### src/rtl/rcg_pkg.sv
// Shared types and constants for the template random character generator.
// No dependencies; every module imports this package.
package rcg_pkg;

  // Generator step: state * LCG_MUL + LCG_ADD, modulo 2^32.
  localparam logic [31:0] LCG_MUL = 32'd214013;
  localparam logic [31:0] LCG_ADD = 32'd2531011;
  localparam logic [31:0] SEED_RESET = 32'd1;

  localparam int DRAW_W = 15;
  localparam int DRAW_LSB = 16;

  // Reciprocals for the remainder unit, exact for any 15-bit draw.
  localparam int RECIP_SHIFT = 20;
  localparam logic [16:0] RECIP10 = 17'd104858;
  localparam logic [15:0] RECIP26 = 16'd40330;

  // Template codes.
  localparam logic [7:0] TPL_DIGIT = 8'h3F;
  localparam logic [7:0] TPL_UPPER = 8'hBA;
  localparam logic [7:0] TPL_LOWER = 8'h21;
  localparam logic [7:0] TPL_LETTER = 8'h23;
  localparam logic [7:0] TPL_ANY = 8'h2A;

  // Character bases.
  localparam logic [7:0] CH_ZERO = 8'h30;
  localparam logic [7:0] CH_UPPER_A = 8'h41;
  localparam logic [7:0] CH_LOWER_A = 8'h61;

  typedef enum logic [1:0] {
    S_IDLE,
    S_DRAW,
    S_HOLD
  } seq_state_e;

  // What the next draw decides.
  typedef enum logic [2:0] {
    K_DIGIT,
    K_UPPER,
    K_LOWER,
    K_CASE,
    K_ANY
  } draw_kind_e;

  typedef struct packed {
    logic        load;
    logic        step;
    logic [31:0] seed;
  } lcg_ctl_t;

  typedef struct packed {
    logic       lsb;
    logic [3:0] rem10;
    logic [4:0] rem26;
  } draw_rem_t;

endpackage

### src/rtl/rcg_tpl_if.sv
// Template byte request channel.
// Depends on nothing.
interface rcg_tpl_if;
  logic       valid;
  logic       ready;
  logic [7:0] template_byte;

  modport source (output valid, output template_byte, input ready);
  modport sink (input valid, input template_byte, output ready);
endinterface

### src/rtl/rcg_res_if.sv
// Result byte request channel.
// Depends on nothing.
interface rcg_res_if;
  logic       valid;
  logic       ready;
  logic [7:0] result_byte;

  modport source (output valid, output result_byte, input ready);
  modport sink (input valid, input result_byte, output ready);
endinterface

### src/rtl/rcg_lcg.sv
// Shared generator unit: 32-bit state register, one multiply-add step per cycle while step is set.
// Depends on rcg_pkg.
module rcg_lcg (
  input  logic              clk_i,
  input  logic              rst_ni,
  input  rcg_pkg::lcg_ctl_t ctl_i,
  output logic [14:0]       draw_o
);
  import rcg_pkg::*;

  logic [31:0] state_q, state_d;
  logic [31:0] step_val;

  assign step_val = state_q * LCG_MUL + LCG_ADD;

  always_comb begin
    state_d = state_q;
    if (ctl_i.load) begin
      state_d = ctl_i.seed;
    end else if (ctl_i.step) begin
      state_d = step_val;
    end
  end

  always_ff @(posedge clk_i or negedge rst_ni) begin
    if (!rst_ni) begin
      state_q <= SEED_RESET;
    end else begin
      state_q <= state_d;
    end
  end

  assign draw_o = state_q[DRAW_LSB +: DRAW_W];

endmodule

### src/rtl/rcg_mod.sv
// Remainder unit: draw modulo 10 and 26 by reciprocal multiply, plus draw parity.
// Depends on rcg_pkg.
module rcg_mod (
  input  logic [14:0]        draw_i,
  output rcg_pkg::draw_rem_t rem_o
);
  import rcg_pkg::*;

  logic [31:0] p10;
  logic [30:0] p26;
  logic [11:0] q10;
  logic [10:0] q26;
  logic [14:0] q10x, q26x, r10, r26;

  assign p10 = {15'd0, draw_i} * {15'd0, RECIP10};
  assign p26 = {16'd0, draw_i} * {15'd0, RECIP26};
  assign q10 = p10[RECIP_SHIFT +: 12];
  assign q26 = p26[RECIP_SHIFT +: 11];

  // q*10 and q*26 as shift-add
  assign q10x = {q10[11:0], 3'd0} + {2'd0, q10, 1'b0};
  assign q26x = {q26[10:0], 4'd0} + {1'b0, q26, 3'd0} + {3'd0, q26, 1'b0};
  assign r10 = draw_i - q10x;
  assign r26 = draw_i - q26x;

  assign rem_o.lsb = draw_i[0];
  assign rem_o.rem10 = r10[3:0];
  assign rem_o.rem26 = r26[4:0];

endmodule

### src/rtl/rcg_seq.sv
// Sequencer: decodes the template byte, steps the generator per draw, holds the result.
// Depends on rcg_pkg, rcg_tpl_if, rcg_res_if.
module rcg_seq (
  input  logic               clk_i,
  input  logic               rst_ni,
  rcg_tpl_if.sink            tpl,
  rcg_res_if.source          res,
  input  rcg_pkg::draw_rem_t rem_i,
  output logic               step_o
);
  import rcg_pkg::*;

  seq_state_e state_q, state_d;
  draw_kind_e kind_q, kind_d;
  logic [7:0] hold_q, hold_d;
  logic [7:0] out_data_q, out_data_d;
  logic       out_valid_q, out_valid_d;
  logic       can_load;
  logic [7:0] fin_val;

  assign can_load = !out_valid_q || res.ready;

  always_comb begin
    case (kind_q)
      K_DIGIT: fin_val = CH_ZERO + {4'd0, rem_i.rem10};
      K_UPPER: fin_val = CH_UPPER_A + {3'd0, rem_i.rem26};
      K_LOWER: fin_val = CH_LOWER_A + {3'd0, rem_i.rem26};
      default: fin_val = CH_ZERO;
    endcase
  end

  always_comb begin
    state_d = state_q;
    kind_d = kind_q;
    hold_d = hold_q;
    out_data_d = out_data_q;
    out_valid_d = out_valid_q && !res.ready;
    step_o = 1'b0;
    tpl.ready = (state_q == S_IDLE);

    case (state_q)
      S_IDLE: begin
        if (tpl.valid) begin
          step_o = 1'b1;
          state_d = S_DRAW;
          case (tpl.template_byte)
            TPL_DIGIT: kind_d = K_DIGIT;
            TPL_UPPER: kind_d = K_UPPER;
            TPL_LOWER: kind_d = K_LOWER;
            TPL_LETTER: kind_d = K_CASE;
            TPL_ANY: kind_d = K_ANY;
            default: begin
              // literal: no draw, to the output, or to the hold register if the output is stalled
              step_o = 1'b0;
              if (can_load) begin
                out_valid_d = 1'b1;
                out_data_d = tpl.template_byte;
                state_d = S_IDLE;
              end else begin
                hold_d = tpl.template_byte;
                state_d = S_HOLD;
              end
            end
          endcase
        end
      end
      S_DRAW: begin
        case (kind_q)
          K_CASE: begin
            kind_d = rem_i.lsb ? K_UPPER : K_LOWER;
            step_o = 1'b1;
          end
          K_ANY: begin
            kind_d = rem_i.lsb ? K_DIGIT : K_CASE;
            step_o = 1'b1;
          end
          default: begin
            if (can_load) begin
              out_valid_d = 1'b1;
              out_data_d = fin_val;
              state_d = S_IDLE;
            end else begin
              hold_d = fin_val;
              state_d = S_HOLD;
            end
          end
        endcase
      end
      S_HOLD: begin
        if (can_load) begin
          out_valid_d = 1'b1;
          out_data_d = hold_q;
          state_d = S_IDLE;
        end
      end
      default: state_d = S_IDLE;
    endcase
  end

  always_ff @(posedge clk_i or negedge rst_ni) begin
    if (!rst_ni) begin
      state_q <= S_IDLE;
      out_valid_q <= 1'b0;
    end else begin
      state_q <= state_d;
      out_valid_q <= out_valid_d;
    end
  end

  always_ff @(posedge clk_i) begin
    kind_q <= kind_d;
    hold_q <= hold_d;
    out_data_q <= out_data_d;
  end

  assign res.valid = out_valid_q;
  assign res.result_byte = out_data_q;

  a_literal_direct: assert property (@(posedge clk_i) disable iff (!rst_ni)
    (tpl.valid && tpl.ready && !step_o && can_load)
    |=> (res.valid && res.result_byte == $past(tpl.template_byte)))
    else $error("literal byte not forwarded");

  a_final_no_step: assert property (@(posedge clk_i) disable iff (!rst_ni)
    (state_q == S_DRAW && (kind_q == K_DIGIT || kind_q == K_UPPER || kind_q == K_LOWER))
    |-> !step_o)
    else $error("generator stepped on a final draw");

  a_idle_no_step: assert property (@(posedge clk_i) disable iff (!rst_ni)
    (state_q != S_DRAW && !(tpl.valid && tpl.ready)) |-> !step_o)
    else $error("generator stepped without a request");

  a_digit_range: assert property (@(posedge clk_i) disable iff (!rst_ni)
    (state_q == S_DRAW && kind_q == K_DIGIT && can_load)
    |=> (res.result_byte >= CH_ZERO && res.result_byte <= CH_ZERO + 8'd9))
    else $error("digit out of range");

endmodule

### src/rtl/template_random_char_generator.sv
// Top level of the template random character generator.
// Depends on rcg_pkg, rcg_tpl_if, rcg_res_if, rcg_lcg, rcg_mod, rcg_seq.
//
//   channel  direction  payload              handshake
//   tpl_i    in         template_byte [7:0]  valid/ready
//   res_o    out        result_byte   [7:0]  valid/ready
//   cfg      in         cfg_wdata_i  [31:0]  cfg_we_i, seed, no read-back
//
// Draws per byte: literal none, '?' / 0xBA / '!' one, '#' two, '*' two or three.
// Each draw is one pass through the shared generator multiply-add unit.
// tpl_i.ready is high only while the sequencer is idle.
// A stalled res_o holds its byte; one more finished byte waits in the sequencer.
// Reset loads the generator with 1; a seed write reloads it at once.
module template_random_char_generator (
  input  logic        clk_i,
  input  logic        rst_ni,
  input  logic        cfg_we_i,
  input  logic [31:0] cfg_wdata_i,
  rcg_tpl_if.sink     tpl_i,
  rcg_res_if.source   res_o
);
  import rcg_pkg::*;

  lcg_ctl_t    lcg_ctl;
  draw_rem_t   rem;
  logic [14:0] draw;
  logic        step;

  assign lcg_ctl.load = cfg_we_i;
  assign lcg_ctl.step = step;
  assign lcg_ctl.seed = cfg_wdata_i;

  rcg_lcg u_lcg (
    .clk_i  (clk_i),
    .rst_ni (rst_ni),
    .ctl_i  (lcg_ctl),
    .draw_o (draw)
  );

  rcg_mod u_mod (
    .draw_i (draw),
    .rem_o  (rem)
  );

  rcg_seq u_seq (
    .clk_i  (clk_i),
    .rst_ni (rst_ni),
    .tpl    (tpl_i),
    .res    (res_o),
    .rem_i  (rem),
    .step_o (step)
  );

endmodule
### src/flat_wrapper.sv
// flat-port wrapper written by rule: the top's interface ports become plain ports
module template_random_char_generator_flat import rcg_pkg::*;
  (clk_i, rst_ni, cfg_we_i, cfg_wdata_i, tpl_i_valid, tpl_i_template_byte, tpl_i_ready, res_o_valid, res_o_result_byte, res_o_ready);
  rcg_tpl_if tpl_i_i ();
  rcg_res_if res_o_i ();
  input  logic clk_i;
  input  logic rst_ni;
  input  logic cfg_we_i;
  input  logic [31:0] cfg_wdata_i;
  input wire logic [$bits(tpl_i_i.valid)-1:0] tpl_i_valid;
  input wire logic [$bits(tpl_i_i.template_byte)-1:0] tpl_i_template_byte;
  output wire logic [$bits(tpl_i_i.ready)-1:0] tpl_i_ready;
  output wire logic [$bits(res_o_i.valid)-1:0] res_o_valid;
  output wire logic [$bits(res_o_i.result_byte)-1:0] res_o_result_byte;
  input wire logic [$bits(res_o_i.ready)-1:0] res_o_ready;
  assign tpl_i_i.valid = tpl_i_valid;
  assign tpl_i_i.template_byte = tpl_i_template_byte;
  assign tpl_i_ready = tpl_i_i.ready;
  assign res_o_valid = res_o_i.valid;
  assign res_o_result_byte = res_o_i.result_byte;
  assign res_o_i.ready = res_o_ready;
  template_random_char_generator u_core (.clk_i(clk_i), .rst_ni(rst_ni), .cfg_we_i(cfg_we_i), .cfg_wdata_i(cfg_wdata_i), .tpl_i(tpl_i_i), .res_o(res_o_i));
endmodule
### config.mk
export PLATFORM = sky130hd
export DESIGN_NAME = template_random_char_generator_flat
export DESIGN_NICKNAME = d
export VERILOG_FILES = /design/src/rtl/rcg_pkg.sv /design/src/rtl/rcg_tpl_if.sv /design/src/rtl/rcg_res_if.sv /design/src/rtl/rcg_lcg.sv /design/src/rtl/rcg_mod.sv /design/src/rtl/rcg_seq.sv /design/src/rtl/template_random_char_generator.sv /design/src/flat_wrapper.sv
export SDC_FILE = /design/constraint.sdc
export NUM_CORES = 1
export LEC_CHECK = 0
export BUFFER_PORTS_ARGS = -buffer_cell sky130_fd_sc_hd__buf_2
export CAP_MARGIN = 15
export CORE_ASPECT_RATIO = 1.4
export CORE_MARGIN = 4
export CORE_UTILIZATION = 30
export CTS_BUF_LIST = sky130_fd_sc_hd__clkbuf_4
export CTS_CLUSTER_DIAMETER = 60
export CTS_CLUSTER_SIZE = 24
export DETAILED_ROUTE_END_ITERATION = 16
export SLEW_MARGIN = 20
export SYNTH_ARGS = -nofsm -noshare
export SYNTH_HDL_FRONTEND = slang
export SYNTH_SLANG_ARGS = --single-unit
### constraint.sdc
create_clock -name clk_i -period 10.89 [get_ports clk_i]
set_clock_uncertainty 0.05 [all_clocks]
set_input_delay 1.6335 -clock clk_i [delete_from_list [all_inputs] [get_ports clk_i]]
set_output_delay 1.6335 -clock clk_i [all_outputs]
set_load 0.01 [all_outputs]
==> results_dict.tcl, run 1 <==
set metrics [dict create \
    status "finished clean" \
    start_util_pct 30.25 \
    viasPerCell 4.757 \
    nNetsFinal 2133 \
    synth-seq-cells 53 \
    drc 0 \
    dieWidth_um 197.8 \
    htreeDepth 2 \
    vias 10320 \
    clock_latency_ps 450 \
    synth-warning-count 0 \
    holdBufCountCts 0 \
    die_h_um 273.7 \
    slew_viol_final 0 \
    relSlewSlack_pct 29.06 \
    wl_mm 37.30 \
    rrSetupSlack_ps 2450 \
    layout_commonest_cell "inv_1" \
    cts_tree "built" \
    slowest_delay_ps 880 \
    drt_iter0_markers 404 \
    cp.required_ps 11020 \
    fill_cells 5111 \
    fmax_mhz 118.5 \
    crit_path_max_fanout 12 \
    synth.avg_cell_area_um2 10.26 \
    cap_violations 0 \
    core-area_um2 50000 \
    grt_pass1_vias 11950 \
    gp_congestion 0.8792 \
    cts_made_buffers 5 \
    synth_cell_type_count 72 \
    hpwl_mm 32.76 \
    ys_async_sr_fraction_pct 64.15 \
    root_buffer "clkbuf_4" \
    cts.path.max_buffers 2 \
    synthFlopType "dfrtp_1" \
    grt_start_max_net_pins 50 \
    cp-start-kind "register" \
    mappedNetlistNets 2083 \
    cp_common_cell "fa_1" \
    yosysSeqAreaShare_pct 9.404 \
    placementRows 97 \
    clock-sinks 53 \
    cts_setup_buffers 0 \
    final-setup-viol-count 0 \
    synth_edf_count 19 \
    dieArea_um2 54130 \
    ant_nets 0 \
    antenna_found_initial 1 \
    cp.arrival_ps 8560 \
    path_clk_slew_ps 220 \
    regArea_um2 1423 \
    crit_path_end_kind "register" \
    grt_use_total_pct 14.55 \
    grt_pass1_wl_mm 62.53 \
    grt_overflow 0 \
    rsz0062_at_grt "false" \
    multiInputGateArea_um2 12280 \
    synth_area_um2 15130 \
    hold_viol_final 0 \
    post_drt_wl_per_cell_um 17.20 \
    cts_resized 0 \
    tns_ps 0 \
    tightest_slew_ps 1056 \
    period_needed_ps 8439 \
    layout_common_cells "362 x inv_1, 283 x fa_1, 281 x ha_1" \
    worst-setup-path-type "reg -> reg" \
    post-route-period-util_pct 77.49 \
    first_pass_iters 5 \
    worstHoldPathType "reg -> reg" \
    io_pins 55 \
    io_buffers 53 \
    synthToLayoutAreaGrowth_pct 7.469 \
    final_layout_size_suffix_gt1_share_pct 7.016 \
    slowest_stage "dfrtp_1" \
    synth_cells 1474 \
]
==> critical path, delay by kind of cell (launching register included) <==
kind	cells	cell delay, ps
compound gates	7	1450
xor+xnor	5	770
fa+ha+maj	10	4140
buf+inv	5	300
flops	1	880
simple gates	2	560
==> synth_stat cells (8+ instances only) <==
cell type | count | area (µm²)
a21o_1 | 22 | 165.2
or2_2 | 8 | 50.05
dfrtp_1 | 33 | 825.8
o21ai_0 | 35 | 175.2
fa_1 | 283 | 5665
ha_1 | 281 | 3516
xor2_1 | 27 | 236.5
a21oi_1 | 68 | 340.3
nor3_1 | 8 | 40.04
edfxtp_1 | 19 | 570.6
nand2_1 | 54 | 202.7
nor2_1 | 51 | 191.4
clkbuf_1 | 13 | 48.80
nand3_1 | 11 | 55.05
nand2b_1 | 9 | 56.30
a31oi_1 | 9 | 56.30
inv_1 | 362 | 1359
mux2_2 | 16 | 180.2
xnor2_1 | 51 | 446.7
==> per-stage QoR <==
step	setup slack, ps	hold slack [ps]	cell area, µm²	cells	util [%]
after global placement	2568	484.2	16180	2160	32.36
after CTS	2420	542.0	16250	2168	32.51
after global routing	1940	564.3	16260	2169	32.51
after floorplan	3368	449.3	15130	1474	-
final	2451	553.0	16260	2169	32.51
after detailed placement	2541	495.4	16190	2160	32.37
==> per-layer routing <==
| layer | up-vias | track usage [%] | share of wire, % |
|---|---|---|---|
| li1 | 4832 | - | - |
| met1 | 5212 | 16.31 | 37 |
| met2 | 188 | 27.81 | 55 |
| met3 | 85 | 1.465 | 2.9 |
| met4 | 0 | 5.819 | 4.9 |
| met5 | - | 0 | 0 |
==> layout make-up <==
type,count,area share (%)
antenna,1,0.01539
clock buffer,5,0.2309
clock inverter,3,0.1770
inverter,362,8.358
multi-input combinational,1042,75.56
sequential,53,8.751
tap,643,4.949
timing repair buffer,60,1.955
==> worst paths after layout <==
kind,to,start,depth (start not counted)
max,u_core.u_seq.res.result_byte[5],u_core.u_lcg.state_q[21],29
min,u_core.u_seq.state_q[1],u_core.u_seq.state_q[1],2
max reg2reg,u_core.u_seq.res.result_byte[5],u_core.u_lcg.state_q[21],29
min reg2reg,u_core.u_seq.state_q[1],u_core.u_seq.state_q[1],2
max in group asynchronous,u_core.u_lcg.state_q[28],rst_ni,1
min in group asynchronous,u_core.u_lcg.state_q[3],rst_ni,1
==> sequential cells by signal, indices dropped and copies added (netlist names) <==
signal	flops
u_core.u_seq.hold_q	8
u_core.u_seq.res.result_byte	8
u_core.u_seq.state_q	2
u_core.u_lcg.state_q	31
u_core.u_seq.res.valid	1
u_core.u_seq.kind_q	3
==> logic make-up (layout without fill, tap and decap cells) <==
family	after synthesis	count (layout)	share of synthesized area (%)
simple gates	177	177	5.641
flops	53	53	9.405
buf+inv	379	430	9.421
other cells	0	1	0
fa+ha+maj	564	564	60.69
compound gates	200	200	8.668
mux	23	23	1.654
xor+xnor	78	78	4.516
Power of run 1 is not shown: default switching activity piles up to over one toggle a cycle in this logic, so the estimate is an artifact.
==> run 2, diff against run 1 <==
==> constraint.sdc (replaced) <==
create_clock -name clk_i -period 7.4 [get_ports clk_i]
set_clock_uncertainty 0.05 [all_clocks]
set_input_delay 1.11 -clock clk_i [delete_from_list [all_inputs] [get_ports clk_i]]
set_output_delay 1.11 -clock clk_i [all_outputs]
set_load 0.01 [all_outputs]
==> results_dict.tcl, run 2 (synthesis gave the netlist of run 1 again) <==
set metrics [dict create \
    io_buffers 53 \
    whs_endpoint "u_core.u_seq.state_q[1]" \
    cts_made_buffers 5 \
    reg2regPathDepth 29 \
    regToRegEndpoint "u_core.u_seq.res.result_byte[5]" \
    gp_congestion 0.9069 \
    hold_ws_ps 542.9 \
    violations "setup timing" \
    grt_overflow 0 \
    cp.arrival_ps 7570 \
    synthToLayoutAreaGrowth_pct 12.19 \
    hold_path_depth 2 \
    nNetsFinal 2203 \
    wl_mm 39.49 \
    clock-sinks 53 \
    grt_pass1_wl_mm 64.09 \
    core-area_um2 50000 \
    min_from "u_core.u_seq.state_q[1]" \
    path_clk_slew_ps 220 \
    grt_start_max_net_pins 50 \
    wl_met2_mm 21.80 \
    wl_met1_mm 14.92 \
    hold_viol_final 0 \
    dpl.cell_count 2227 \
    slowest_stage "fa_1" \
    met3WireLength_um 895 \
    largest_reg_flops 31 \
    top_layer "met4" \
    tightest_slew_ps 987.1 \
    placementRows 97 \
    layout_commonest_cell "inv_1" \
    vias 10700 \
    htreeDepth 2 \
    dieWidth_um 197.8 \
    start_util_pct 30.25 \
    drc 0 \
    slew_viol_final 0 \
    ant_nets 0 \
    root_buffer "clkbuf_4" \
    fmax_mhz 134.4 \
    post-route-period-util_pct 100.5 \
    final_layout_size_suffix_gt1_share_pct 13.23 \
    holdBufCountCts 0 \
    crit_path_end_kind "register" \
    status "finished, violations left" \
    grt_pass1_vias 11940 \
    rrSetupSlack_ps -40 \
    top_regs "u_core.u_lcg.state_q: 31 flops, u_core.u_seq.hold_q: 8 flops, u_core.u_seq.res.result_byte: 8 flops" \
    period_needed_ps 7441 \
    slowest_delay_ps 550 \
    rsz0062_at_grt "true" \
    grt_use_total_pct 15.00 \
    first_pass_iters 4 \
    worstHoldPathType "reg -> reg" \
    worst-setup-path-type "reg -> reg" \
    cp-start-kind "register" \
    largest_register "u_core.u_lcg.state_q" \
    dieArea_um2 54130 \
    io_pins 55 \
    final-setup-viol-count 1 \
    cp.required_ps 7530 \
    setup_slack_ps -40.63 \
    antenna_found_initial 1 \
    relSlewSlack_pct 34.19 \
    crit_path_max_fanout 4 \
    die_h_um 273.7 \
    cts_tree "built" \
    viasPerCell 4.781 \
    cap_violations 0 \
    post_drt_wl_per_cell_um 17.64 \
    cts.path.max_buffers 2 \
    fin_cells 2239 \
    clock_latency_ps 450 \
    hpwl_mm 34.72 \
    layout_common_cells "357 x inv_1, 280 x fa_1, 278 x ha_1" \
    r2r-start "u_core.u_lcg.state_q[19]" \
    drt_iter0_markers 413 \
]
-- run 2: worst max-delay path by stage --
stage	slack, ps	to	cells after the start	from
after floorplan	30	u_core.u_seq.res.result_byte[5]	29	u_core.u_lcg.state_q[19]
after global placement	-140	u_core.u_seq.res.result_byte[5]	29	u_core.u_lcg.state_q[20]
after detailed placement	-190	u_core.u_seq.res.result_byte[5]	31	u_core.u_lcg.state_q[20]
after CTS	-40	u_core.u_seq.res.result_byte[5]	29	u_core.u_lcg.state_q[19]
after global routing	-250	u_core.u_seq.res.result_byte[5]	29	u_core.u_lcg.state_q[19]
final	-40	u_core.u_seq.res.result_byte[5]	29	u_core.u_lcg.state_q[19]
-- run 2: what timing repair did --
action | 4_1_cts | 5_1_grt
hold endpoints to repair | 0 | 0
gates cloned | 0 | 0
pin swaps | 8 | 10
setup endpoints to repair | 9 | 10
setup buffers | 0 | 3
resized for setup | 19 | 19
-- run 2: layer usage --
| layer | track usage [%] | vias up |
|---|---|---|
| met5 | 0 | - |
| met4 | 5.747 | 0 |
| met3 | 1.034 | 87 |
| met2 | 28.57 | 198 |
| met1 | 17.31 | 5452 |
| li1 | - | 4967 |
-- run 2: cell type report --
type	count	area (µm²)
Antenna cell	1	2.502
Clock buffer	5	37.54
Clock inverter	3	33.78
Fill cell	5092	33030
Inverter	362	1359
Multi-Input combinational cell	1042	12460
Sequential cell	53	1428
Tap cell	643	804.5
Timing Repair Buffer	130	850.8
-- run 2: worst max-delay path: cells and delay by family (launching register included) --
family | cells | cell delay (ps)
xor gates and xnor gates | 5 | 800
AOI/OAI and AO/OA | 8 | 1250
and+or+nand+nor | 1 | 500
buffers and inverters | 5 | 240
DFF | 1 | 470
adders and majority gates | 10 | 3850
-- run 2: per-stage QoR --
step	instance area [µm²]	worst slack [ps]	TNS, ps	utilization [%]
floorplan	15140	25.22	0	-
global placement	16700	-138.5	-491.0	33.39
detailed placement	16700	-190.0	-805.1	33.40
CTS	16870	-41.32	-41.32	33.73
global route	16970	-246.3	-797.0	33.94
finish	16970	-40.63	-40.63	33.94
Power of run 2 is left out for the same reason.
==> run 3, diff against run 2 <==
--- a/config.mk
+++ b/config.mk
@@ -5,10 +5,11 @@
 export SDC_FILE = /design/constraint.sdc
 export NUM_CORES = 1
 export LEC_CHECK = 0
+export ABC_AREA = 1
 export BUFFER_PORTS_ARGS = -buffer_cell sky130_fd_sc_hd__buf_2
 export CAP_MARGIN = 15
 export CORE_ASPECT_RATIO = 1.4
-export CORE_MARGIN = 4
+export CORE_MARGIN = 1
 export CORE_UTILIZATION = 30
 export CTS_BUF_LIST = sky130_fd_sc_hd__clkbuf_4
 export CTS_CLUSTER_DIAMETER = 60
==> results_dict.tcl, run 3 <==
set metrics [dict create \
    synth-warning-count 0 \
    yosysSeqAreaShare_pct 9.279 \
    cp.required_ps 7540 \
    slowest_stage "dfrtp_2" \
    hold_viol_final 0 \
    cts_made_buffers 5 \
    reg2regPathDepth 38 \
    dpl.cell_count 2359 \
    htreeDepth 2 \
    first_pass_iters 11 \
    cp-start-kind "register" \
    io_buffers 53 \
    dieWidth_um 193.1 \
    final-setup-viol-count 0 \
    largest_reg_flops 31 \
    worstSetupStartpoint "u_core.u_lcg.state_q[20]" \
    mappedNetlistNets 2245 \
    r2r-start "u_core.u_lcg.state_q[20]" \
    viasPerCell 4.729 \
    rrSetupSlack_ps 380 \
    grt_pass1_wl_mm 67.01 \
    path_clk_slew_ps 200 \
    regToRegEndpoint "u_core.u_seq.hold_q[5]" \
    synthFlopType "dfrtp_1" \
    grt_pass1_vias 12580 \
    synth_area_leaders "fa_1 37%, ha_1 23%, inv_1 10%, dfrtp_1 5.4%, nand2_1 4.0%" \
    dieArea_um2 52030 \
    largest_register "u_core.u_lcg.state_q" \
    core-area_um2 50250 \
    status "finished, violations left" \
    grt_start_max_net_pins 35 \
    die_h_um 269.5 \
    synth_area_um2 15330 \
    synth_top_area_share_pct 36.95 \
    wl_mm 40.84 \
    grt_overflow 0 \
    worst-setup-path-type "reg -> reg" \
    period_needed_ps 7022 \
    synthTopCellsByCount "411 x inv_1, 283 x fa_1, 281 x ha_1" \
    crit_path_end_kind "register" \
    synth_edf_count 19 \
    post-route-period-util_pct 94.89 \
    cts.path.max_buffers 2 \
    yosysTopAreaCell "fa_1" \
    synth.most_common_cell "inv_1" \
    crit_end "u_core.u_seq.hold_q[5]" \
    start_util_pct 30.51 \
    clock_latency_ps 430 \
    ant_nets 0 \
    antenna_found_initial 1 \
    placementRows 97 \
    relSlewSlack_pct 41.11 \
    hpwl_mm 36.69 \
    nNetsFinal 2333 \
    regArea_um2 1428 \
    cp.arrival_ps 7160 \
    slew_viol_final 0 \
    layout_commonest_cell "inv_1" \
    clock-sinks 53 \
    grt_use_total_pct 16.61 \
    finalCoreUtilization_pct 33.40 \
    violations "DRC" \
    drt_iter0_markers 497 \
    drc 3 \
    fmax_mhz 142.4 \
    tightest_slew_ps 883.4 \
    slowest_delay_ps 500 \
    worstHoldPathType "reg -> reg" \
    cap_violations 0 \
    root_buffer "clkbuf_4" \
    multiInputGateArea_um2 12330 \
    fill_cells 5232 \
    crit_path_max_fanout 5 \
    synth-seq-cells 53 \
    synthToLayoutAreaGrowth_pct 9.450 \
    gp_congestion 0.9250 \
    hold_ws_ps 610.3 \
    io_pins 55 \
    fin_cells 2369 \
    synth.avg_cell_area_um2 9.372 \
    synth_cells 1636 \
    vias 11200 \
    ys_async_sr_fraction_pct 64.15 \
    top_regs "u_core.u_lcg.state_q: 31 flops, u_core.u_seq.hold_q: 8 flops, u_core.u_seq.res.result_byte: 8 flops" \
    post_drt_wl_per_cell_um 17.24 \
    layout_common_cells "411 x inv_1, 282 x fa_1, 280 x ha_1" \
    cts_tree "built" \
    final_layout_size_suffix_gt1_share_pct 8.406 \
    synth_cell_type_count 45 \
]
run 3: cell count changes after synthesis, sizes merged, moves of 8 or more:
cell / change
mux2: -16
nor2: +17
nor3: +10
a21o: -17
xnor2: -24
a21oi: +8
nand2b: -9
o211ai: +10
nand3: +32
o21ai: +41
inv: +49
nand2: +120
run 3: how the worst min path moves through the flow:
stage | start | endpoint | slack [ps] | depth (start not counted)
6_report | u_core.u_lcg.state_q[0] | u_core.u_lcg.state_q[0] | 610 | 2
3_3_place_gp | u_core.u_seq.hold_q[5] | u_core.u_seq.res.result_byte[5] | 570 | 2
4_1_cts | u_core.u_seq.state_q[1] | u_core.u_seq.state_q[1] | 610 | 2
5_1_grt | u_core.u_seq.state_q[0] | u_core.u_seq.state_q[0] | 640 | 2
3_5_place_dp | u_core.u_seq.state_q[1] | u_core.u_seq.state_q[1] | 590 | 2
2_1_floorplan | u_core.u_lcg.state_q[0] | u_core.u_lcg.state_q[0] | 510 | 2
run 3: logic make-up (layout without fill, tap and decap cells):
group / after synthesis / in the layout / synth area share, %
adder cells (fa/ha/maj): 564 / 564 / 59.88
buffers and inverters: 428 / 517 / 10.54
AND/OR/NAND/NOR: 327 / 327 / 9.303
AO/OA/AOI/OAI: 210 / 210 / 7.859
XOR/XNOR: 54 / 54 / 3.134
flip-flops: 53 / 53 / 9.279
other: 0 / 1 / 0
run 3: repair_timing:
action                                  4_1_cts  5_1_grt
setup buffers                                 0        1
hold buffers                                  0        0
gates resized for setup                       0       10
endpoints found under the setup margin        0        8
run 3: critical path: cells and delay by family (launching register included):
kind,cells,cell delay (ps)
buffers and inverters,8,560
AO/OA/AOI/OAI,3,290
AND/OR/NAND/NOR,16,1400
flip-flops,1,500
XOR/XNOR,1,140
adder cells (fa/ha/maj),10,3830
run 3: layout make-up:
| cell class | count | share of cell area, % |
|---|---|---|
| antenna | 1 | 0.01491 |
| clock buffer | 5 | 0.2237 |
| clock inverter | 3 | 0.1566 |
| inverter | 412 | 9.216 |
| multi-input combinational | 1155 | 73.46 |
| sequential | 53 | 8.507 |
| tap | 643 | 4.794 |
| timing repair buffer | 97 | 3.624 |
run 3: layer usage:
layer	global-route usage (%)	vias to the layer above	wire, µm
li1	-	5330	-
met1	19.00	5657	15830
met2	31.80	148	22730
met3	0.8070	67	662
met4	5.962	0	1614
met5	0	-	0
run 3: per-stage QoR:
| step | TNS [ps] | setup WS (ps) | area, µm² |
|---|---|---|---|
| 2_1_floorplan | 0 | 530.2 | 15330 |
| 3_3_place_gp | 0 | 138.7 | 16670 |
| 3_5_place_dp | 0 | 207.4 | 16670 |
| 4_1_cts | 0 | 173.3 | 16740 |
| 5_1_grt | -2.867 | -2.867 | 16780 |
| 6_report | 0 | 378.1 | 16780 |
Power of run 3 is left out for the same reason.
